===== config.mk =====
export PLATFORM = sky130hd
export DESIGN_NAME = json_literal_validator
export DESIGN_NICKNAME = d
export VERILOG_FILES = /design/src/jlv_pkg.sv /design/src/jlv_step.sv /design/src/json_literal_validator.sv
export SDC_FILE = /design/constraint.sdc
export NUM_CORES = 1
export LEC_CHECK = 0
export BUFFER_PORTS_ARGS = -buffer_cell sky130_fd_sc_hd__buf_2
export CELL_PAD_IN_SITES_DETAIL_PLACEMENT = 0
export CELL_PAD_IN_SITES_GLOBAL_PLACEMENT = 1
export CORE_MARGIN = 10
export CORE_UTILIZATION = 40
export DETAILED_ROUTE_END_ITERATION = 8
export PLACE_DENSITY_LB_ADDON = 0.25
export SLEW_MARGIN = 20
export SYNTH_ARGS = -nofsm -noshare
export SYNTH_HDL_FRONTEND = slang
export SYNTH_SLANG_ARGS = --single-unit

===== constraint.sdc =====
create_clock -name clock -period 2.34 [get_ports clock]
set_input_delay 0.234 -clock clock [delete_from_list [all_inputs] [get_ports clock]]
set_output_delay 0.234 -clock clock [all_outputs]
set_load 0.02 [all_outputs]

===== src/jlv_pkg.sv =====
// jlv_pkg: shared types and constants for the json literal validator
// holds the number automaton phase codes, keyword tables and the state struct
// no dependencies
`timescale 1ns / 1ps

package jlv_pkg;

   localparam int KW_COUNT = 3;
   localparam int KW_SLOTS = 8;

   // number automaton phases
   localparam logic [3:0] PH_START  = 4'd0;
   localparam logic [3:0] PH_MINUS  = 4'd1;
   localparam logic [3:0] PH_ZERO   = 4'd2;
   localparam logic [3:0] PH_INT    = 4'd3;
   localparam logic [3:0] PH_DOT    = 4'd4;
   localparam logic [3:0] PH_FRAC   = 4'd5;
   localparam logic [3:0] PH_EXP    = 4'd6;
   localparam logic [3:0] PH_EXPSGN = 4'd7;
   localparam logic [3:0] PH_EXPDIG = 4'd8;
   localparam logic [3:0] PH_DEAD   = 4'd9;

   localparam logic [2:0] KW_ALL  = 3'b111;
   localparam logic [2:0] POS_MAX = 3'd7;

   localparam logic [7:0] CH_MINUS = 8'h2d;
   localparam logic [7:0] CH_PLUS  = 8'h2b;
   localparam logic [7:0] CH_DOT   = 8'h2e;
   localparam logic [7:0] CH_ZERO  = 8'h30;
   localparam logic [7:0] CH_NINE  = 8'h39;
   localparam logic [7:0] CH_LOW_E = 8'h65;
   localparam logic [7:0] CH_UP_E  = 8'h45;

   // keyword text, bit 0 true, bit 1 false, bit 2 null; padded to eight slots
   localparam logic [7:0] KW_TEXT [KW_COUNT][KW_SLOTS] = '{
      '{"t", "r", "u", "e", 8'h00, 8'h00, 8'h00, 8'h00},
      '{"f", "a", "l", "s", "e",   8'h00, 8'h00, 8'h00},
      '{"n", "u", "l", "l", 8'h00, 8'h00, 8'h00, 8'h00}
   };
   localparam logic [2:0] KW_LEN [KW_COUNT] = '{3'd4, 3'd5, 3'd4};

   typedef struct packed {
      logic [3:0] number_phase;
      logic [2:0] keyword_alive;
      logic [2:0] byte_position;
   } jlv_state_type;

   localparam jlv_state_type STATE_RESET = '{
      number_phase:  PH_START,
      keyword_alive: KW_ALL,
      byte_position: 3'd0
   };

endpackage


===== src/jlv_step.sv =====
// jlv_step: one byte step of the number automaton and the keyword matcher
// combinational; gives the next state and the verdict if this byte ends the literal
// depends on jlv_pkg
`timescale 1ns / 1ps

module jlv_step (
   input  jlv_pkg::jlv_state_type cur_state,
   input  logic [7:0]             char_byte,
   output jlv_pkg::jlv_state_type next_state,
   output logic                   literal_ok
);
   import jlv_pkg::*;

   logic       is_digit;
   logic       is_exp;
   logic       is_sign;
   logic [3:0] phase_next;
   logic [2:0] alive_next;
   logic [2:0] pos_next;
   logic       kw_ok;
   logic       num_ok;

   always_comb begin
      is_digit = char_byte inside {[CH_ZERO:CH_NINE]};
      is_exp   = (char_byte == CH_LOW_E) || (char_byte == CH_UP_E);
      is_sign  = (char_byte == CH_PLUS) || (char_byte == CH_MINUS);
   end

   always_comb begin
      phase_next = PH_DEAD;
      case (cur_state.number_phase)
         PH_START: begin
            if (char_byte == CH_MINUS) phase_next = PH_MINUS;
            else if (char_byte == CH_ZERO) phase_next = PH_ZERO;
            else if (is_digit) phase_next = PH_INT;
         end
         PH_MINUS: begin
            if (char_byte == CH_ZERO) phase_next = PH_ZERO;
            else if (is_digit) phase_next = PH_INT;
         end
         PH_ZERO: begin
            if (char_byte == CH_DOT) phase_next = PH_DOT;
            else if (is_exp) phase_next = PH_EXP;
         end
         PH_INT: begin
            if (is_digit) phase_next = PH_INT;
            else if (char_byte == CH_DOT) phase_next = PH_DOT;
            else if (is_exp) phase_next = PH_EXP;
         end
         PH_DOT: begin
            if (is_digit) phase_next = PH_FRAC;
         end
         PH_FRAC: begin
            if (is_digit) phase_next = PH_FRAC;
            else if (is_exp) phase_next = PH_EXP;
         end
         PH_EXP: begin
            if (is_sign) phase_next = PH_EXPSGN;
            else if (is_digit) phase_next = PH_EXPDIG;
         end
         PH_EXPSGN, PH_EXPDIG: begin
            if (is_digit) phase_next = PH_EXPDIG;
         end
         default: begin
            phase_next = PH_DEAD;
         end
      endcase
   end

   always_comb begin
      pos_next = (cur_state.byte_position < POS_MAX) ?
                 cur_state.byte_position + 3'd1 : POS_MAX;
      kw_ok = 1'b0;
      for (int k = 0; k < KW_COUNT; k++) begin
         alive_next[k] = cur_state.keyword_alive[k]
                         && (cur_state.byte_position < KW_LEN[k])
                         && (KW_TEXT[k][cur_state.byte_position] == char_byte);
         if (alive_next[k] && (pos_next == KW_LEN[k])) kw_ok = 1'b1;
      end
      num_ok = (phase_next == PH_ZERO) || (phase_next == PH_INT)
               || (phase_next == PH_FRAC) || (phase_next == PH_EXPDIG);
   end

   assign next_state.number_phase  = phase_next;
   assign next_state.keyword_alive = alive_next;
   assign next_state.byte_position = pos_next;
   assign literal_ok               = kw_ok || num_ok;

endmodule


===== src/json_literal_validator.sv =====
// json_literal_validator: top level, input word register, literal state and result register
// depends on jlv_pkg and jlv_step
`timescale 1ns / 1ps

// Usage
// req channel: one byte of a bare json literal per word, req_is_final set on
// its last byte. rsp channel: one word per literal, rsp_literal_ok is 1 when the
// literal is exactly true, false, null or a json number.
// Both channels: a word moves on a rising edge with valid high and stall low.
// Throughput: one byte per cycle while req_stall is low, set by the state update
// that runs from the input word register into the literal state.
// A final byte passes the input word register, then the result register, before rsp.
// Bytes that are not final produce no rsp word.
// A stalled rsp holds its word; the input register still drains non-final
// bytes, and req_stall rises only when a final byte meets a full result
// register that is being stalled.
// Reset (synchronous, active high) empties both registers and returns the
// literal state to nothing seen; each final byte also returns it there.

module json_literal_validator (
   input  logic       clock,
   input  logic       reset,
   input  logic       req_valid,
   output logic       req_stall,
   input  logic [7:0] req_char_byte,
   input  logic       req_is_final,
   output logic       rsp_valid,
   input  logic       rsp_stall,
   output logic       rsp_literal_ok
);
   import jlv_pkg::*;

   logic          in_valid_ff, in_valid_in;
   logic [7:0]    in_byte_ff,  in_byte_in;
   logic          in_final_ff, in_final_in;
   jlv_state_type state_ff,    state_in;
   logic          out_valid_ff, out_valid_in;
   logic          out_ok_ff,    out_ok_in;

   jlv_state_type step_state;
   logic          step_ok;
   logic          out_free;
   logic          step_go;

   jlv_step u_step (
      .cur_state  (state_ff),
      .char_byte  (in_byte_ff),
      .next_state (step_state),
      .literal_ok (step_ok)
   );

   always_comb begin
      out_free  = !out_valid_ff || !rsp_stall;
      step_go   = in_valid_ff && (!in_final_ff || out_free);
      req_stall = in_valid_ff && !step_go;

      in_valid_in = in_valid_ff;
      in_byte_in  = in_byte_ff;
      in_final_in = in_final_ff;
      if (!req_stall) begin
         in_valid_in = req_valid;
         in_byte_in  = req_char_byte;
         in_final_in = req_is_final;
      end

      state_in = state_ff;
      if (step_go) begin
         state_in = in_final_ff ? STATE_RESET : step_state;
      end

      out_valid_in = out_valid_ff && rsp_stall;
      out_ok_in    = out_ok_ff;
      if (step_go && in_final_ff) begin
         out_valid_in = 1'b1;
         out_ok_in    = step_ok;
      end
   end

   always_ff @(posedge clock) begin
      if (reset) begin
         in_valid_ff  <= 1'b0;
         out_valid_ff <= 1'b0;
         state_ff     <= STATE_RESET;
      end else begin
         in_valid_ff  <= in_valid_in;
         out_valid_ff <= out_valid_in;
         state_ff     <= state_in;
      end
   end

   always_ff @(posedge clock) begin
      in_byte_ff  <= in_byte_in;
      in_final_ff <= in_final_in;
      out_ok_ff   <= out_ok_in;
   end

   assign rsp_valid      = out_valid_ff;
   assign rsp_literal_ok = out_ok_ff;

endmodule

==> Yosys cells after proc, flatten, opt, wreduce, memory -nomap -nowiden <==
Memories as Yosys holds them, arrays and structs flattened.
Index checks and enable logic that the tools add are counted.
{ "word_totals": {"regBits": 22, "latch_bits": 0, "mem_bits_rw": 0, "rom_bits": 192, "input_bits": 13, "word_cells": 93, "mem_count": 3} }
{ "op_classes": {"add_sub_neg": 1, "multipliers": 0, "div": 0, "order_cmp": 6, "eq_ne": 23, "shifts": 0, "mux": 23, "n_bitwise": 1, "n_reduce_logical": 28} }
{ "mem_list": {"columns": ["name", "depth", "width", "read_ports", "rd_ports_with_merged_regs", "wr", "line_no", "text"], "rows": [
  ["(name not given)", 8, 8, 1, 0, 0, "jlv_step.sv:77", "&& (KW_TEXT[k][cur_state.byte_position] == char_byte);"],
  ["(name not given)", 8, 8, 1, 0, 0, "jlv_step.sv:77", null],
  ["(name not given)", 8, 8, 1, 0, 0, "jlv_step.sv:77", null]
]} }
{ "op_table": {"columns": ["operator", "n"], "rows": [
  ["2-to-1 mux 8 bit", 6],
  ["2-to-1 mux 4 bit", 9],
  ["== test 8 x 6 -> 1 bit (second input constant)", 4],
  ["case mux 4 bit (8 select lines)", 1],
  ["== test 8 bit", 3],
  ["== test 4 x 3 -> 1 bit (second input constant)", 5],
  ["== test 4 x 2 -> 1 bit (second input constant)", 4],
  ["== test 8 x 7 -> 1 bit (second input constant)", 2],
  ["logical AND 1 bit", 14],
  ["2-to-1 mux 10 bit", 1],
  ["less-than comparator 3 bit (second input constant)", 3],
  ["== test 4 bit (second input constant)", 2],
  ["greater-or-equal comparator 8 x 6 -> 1 bit (second input constant)", 1],
  ["<= comparator 8 x 6 -> 1 bit (second input constant)", 1],
  ["logical OR 1 bit", 8],
  ["== test 3 bit (second input constant)", 2],
  ["2-to-1 mux 1 bit", 5],
  ["== test 4 x 1 -> 1 bit (second input constant)", 1],
  ["greater-or-equal comparator 4 bit (second input constant)", 1],
  ["zero test 1 bit", 4],
  ["zero test 4 bit", 1],
  ["NOT 3 -> 4 bit", 1],
  ["adder 3 x 1 -> 3 bit (second input constant)", 1],
  ["2-to-1 mux 3 bit", 1],
  ["OR reduction 2 bit", 1]
]} }

==> Logic depth before layout (Yosys ltp) <==
{ "logic_depth": {"word_depth": 11, "mapped_depth": 9, "depth_no_buf": 9} }

==> Modules after synthesis <==
Synthesis repeated with hierarchy kept, for this count alone.
{ "hier_totals": {"hier_cells": 168, "hier_area_um2": 1544.0} }
{ "modules_own_cells": {"columns": ["module", "instances", "cells_each", "area_each_um2", "seq_area_each_um2"], "rows": [
  ["jlv_step", 1, 114, 780.7, 0.0],
  ["json_literal_validator", 1, 54, 763.2, 540.5]
]} }

==> Worst setup path before layout <==
OpenSTA, ideal clock, no wires.
{ "synth_timing": {"path_type": "register -> register", "startpoint": "register state_ff[1] in the netlist's numbering", "endpoint": "register out_ok_ff (netlist: rsp_literal_ok), data pin", "setup_time_ps": 133, "t_arrival_ps": 1892, "path_slack_ps": 315, "stages_incl_launch_ff": 9, "period_less_slack_ps": 2025, "path_cell_list": "dfxtp_1 -> inv_1 -> ha_1 -> or4b_1 -> o22a_1 -> a21oi_2 -> nor2_1 -> o221ai_1 -> a311o_1"} }
{ "synth_between": {"elab_chain_cells": 11, "word_cells_on_any_way": 33, "cone_classes": "add/sub (1); order compare (3); eq/ne (5); mux (10); bitwise (1); reduce/logical (10); memory (3)"} }
{ "synth_lines": {"columns": ["item", "line_no", "text"], "rows": [
  ["from (decl)", "json_literal_validator.sv:36", "jlv_state_type state_ff, state_in;"],
  ["from (signal assigned)", "json_literal_validator.sv:87", "state_ff <= state_in;"],
  ["NOT 3 -> 4 bit (implied by the code)", "jlv_step.sv:77", null],
  ["memory (8 x 8 bit)", null, null],
  ["2-to-1 mux 8 bit (implied by the code) (2 in a row)", "jlv_step.sv:77", null],
  ["== test 8 bit", "jlv_step.sv:77", null],
  ["logical AND 1 bit", "jlv_step.sv:77", null],
  ["logical AND 1 bit", "jlv_step.sv:78", "if (alive_next[k] && (pos_next == KW_LEN[k])) kw_ok = 1'b1;"],
  ["2-to-1 mux 1 bit (2 in a row)", "jlv_step.sv:78", null],
  ["2-to-1 mux 1 bit *", "jlv_step.sv:78", null],
  ["logical OR 1 bit *", "jlv_step.sv:87", "assign literal_ok = kw_ok || num_ok;"],
  ["net step_ok", "json_literal_validator.sv:41", "logic step_ok;"],
  ["to (signal assigned)", "json_literal_validator.sv:94", "out_ok_ff <= out_ok_in;"],
  ["to (decl)", "json_literal_validator.sv:38", "logic out_ok_ff, out_ok_in;"]
]} }
The timed path passes the listed nets; every way through them passes the cells marked *. The select of a mux whose other input is x is not followed.
A chain may end at the register's enable or synchronous reset.

==> Final worst setup path <==
Ends and elaborated chain as after synthesis.

==> out/qor.yml <==
drt:
  dr.pass1.iters: 4
  dr_total_vias: 1391
  vias_per_cell: 5.748
  totalWireLength_mm: 3.777
  ant_nets: 0
  route.detailed.drc: 0
  routedWlPerCell_um: 15.61
  drt_iter0_drc: 131
logic_synthesis:
  async_flop_share_pct: 0
  synth_flop_cell: "dfxtp_1"
  syn-instance-count: 182
  synth_commonest_cells: "a21oi_1 (17), nor2_1 (17), dfxtp_1 (12)"
  synth_fp_nets: 203
  yosys.area.top_type: "edfxtp_1"
  synth.area.top_cells: "edfxtp_1 (19%), dfxtp_1 (15%), ha_1 (6.3%)"
  synth-seq-cells: 22
  synth_top_area_share_pct: 18.81
  syn_area_um2: 1597
  ys_warn_count: 0
  synth_edf_count: 10
  syn_area_per_cell_um2: 8.772
  yosysUniqueCellTypes: 52
  ys_seq_area_share_pct: 33.86
layout:
  syn_to_final_growth_pct: 10.50
  antennaDiodeCount: 0
  fin_area_um2: 1764
  drive_gt1_share_pct: 15.98
  fin_cells: 242
  nFillCells: 359
  final_core_util_pct: 46.78
  layout.nets: 216
grt:
  grt_max_degree: 14
  grt_overflow: 0
  first_global_vias: 1357
  antenna_found_initial: 0
  grt_pass1_wl_mm: 6.375
  grt_usage_pct: 10.44
power:
  pwr_density_cell_nw_per_um2: 515.4
  peakVddDrop_v: 0.0003671
  p_leak_nw: 0.6570
die:
  io_pins: 16
  die_w_um: 83.18
  die-height_um: 83.18
  start_util_pct: 42.34
  core_area_um2: 3771
  num_rows: 22
  die-area_um2: 6918
setup_path:
  r2r_start: "state_ff[1]$_SDFFE_PP0P_"
  endpoint_kind: "flip-flop"
  path_max_fanout: 5
  worstSetupStartpointType: "flip-flop"
  ff2ff_path_depth: 8
  path_class: "reg2reg"
  rrSetupSlack_ps: 190
  crit_path_max_incr_delay_ps: 490
  required_ps: 2480
  cp_data_arrival_time_ps: 2280
  r2r_end: "rsp_literal_ok$_DFFE_PP_"
  crit_chain: "inv_1 > ha_1 > or4b_1 > o22a_1 > a21oi_2 > nor2_1 > o221ai_1 > a311o_1"
  critPathSlowestCell: "or4b_1"
  timing.critical_path.from: "state_ff[1]$_SDFFE_PP0P_"
clock_network:
  cts-root-buf: "clkbuf_8"
  cts_buffer_depth: 2
  clkTransAtPathRegs_ps: 80
  clk_latency_ps: 270
  cts_tree: "done"
  hold_buffers: 0
  cts_setup_buffers: 0
  cts_resized: 0
  cts_sinks: 22
  cts_buffers: 3
  cts.htree.levels: 1
sta:
  tns_ps: 0
  fin_crit_sh_pct: 91.69
  relSlewSlack_pct: 62.90
  hold_viol: 0
  clock.fmax_mhz: 466.1
  setup_viol: 0
  fin_skew_ps: 6.063
  min_period_ps: 2146
  worst_slack_ps: 194.4
  final_max_slew_viol_count: 0
  rsz0062_at_grt: "no"
  worst_pin_slew_ps: 554.8
placement:
  io_buffers: 15
  dpl_cell_area_um2: 1693
  dp_hpwl_mm: 2.906
  post-place-cells: 238
  gp_congestion: 0.8366
  place_ws_ps: 234.4
min_path:
  worstHoldStart: "req_is_final"
  hold-path-endpoint: "in_final_ff$_DFFE_PN_"
  min_path_cells: 1
  min_path_type: "in2reg"
run:
  maxCapViolCount: 0
outcome:
  status: "finished clean"
[kinds of logic (layout without fill, tap and decap cells)]
group	Yosys count	after routing	share of synthesized area (%)
multiplexers	1	1	0.6270
AO/OA/AOI/OAI	48	48	20.30
flip-flops	22	22	33.86
adder cells (fa/ha/maj)	8	8	6.270
XOR/XNOR	8	8	4.389
AND/OR/NAND/NOR	73	73	27.20
buffers and inverters	22	34	7.367
[cell type report]
type	instances	area (µm²)	area share (%)
clock buffer	3	41.29	2.340
clock inverter	1	30.03	1.702
inverter	9	33.78	1.915
multi-input combinational	138	938.4	53.19
sequential	22	540.5	30.64
tap	48	60.06	3.404
timing repair buffer	21	120.1	6.809
[sequential cells by signal, summed over array words and instances (netlist names)]
signal / flops
in_final_ff: 1
rsp_valid: 1
state_ff: 10
rsp_literal_ok: 1
in_byte_ff: 8
in_valid_ff: 1
[layout by cell type, fill, tap and decap left out, types with 4 or more instances in the layout]
cell	instances
nand4_1	4
nor3_1	6
buf_2	15
ha_1	8
inv_1	9
nand3_1	8
nand2_1	9
xnor2_1	6
o21ai_0	6
edfxtp_1	10
buf_4	6
dfxtp_1	12
nor2_1	17
a21oi_1	17
[critical path, delay by kind of cell (launching register included)]
family / cells / cell delay [ps]
AND/OR/NAND/NOR: 2 / 550
adder cells (fa/ha/maj): 1 / 280
buffers and inverters: 1 / 110
flip-flops: 1 / 330
AO/OA/AOI/OAI: 4 / 750
[power breakdown]
part           switching, W  leakage [nW]  internal [W]
combinational     0.0000526         0.418     0.0000529
clock              0.000125        0.0357      0.000229
sequential        0.0000313         0.204      0.000419
[metrics by stage]
stage	hold WS [ps]	total power, W
finish	137.0	0.0009093
global route	130.5	0.0009494
CTS	131.0	0.0009173
detailed placement	412.1	0.0005626
global placement	411.5	0.0005602
floorplan	332.9	0.0005329
[metal layers]
| layer | share of wire, % | up-vias | track usage, % |
|---|---|---|---|
| met3 | 5.2 | 6 | 2.148 |
| met1 | 49 | 640 | 13.92 |
| met4 | 0.95 | 0 | 2.308 |
| met2 | 45 | 44 | 16.69 |
| li1 | - | 701 | - |
| met5 | 0 | - | 0 |
[how the worst max path moves through the flow]
| stage | endpoint | slack, ps |
|---|---|---|
| 3_5_place_dp | rsp_literal_ok$_DFFE_PP_ | 230 |
| 3_3_place_gp | rsp_literal_ok$_DFFE_PP_ | 290 |
| 4_1_cts | rsp_literal_ok$_DFFE_PP_ | 200 |
| 5_1_grt | rsp_literal_ok$_DFFE_PP_ | 70 |
| 6_report | rsp_literal_ok$_DFFE_PP_ | 190 |
| 2_1_floorplan | rsp_literal_ok$_DFFE_PP_ | 310 |
No activity file was read; power rests on OpenSTA's default activity.
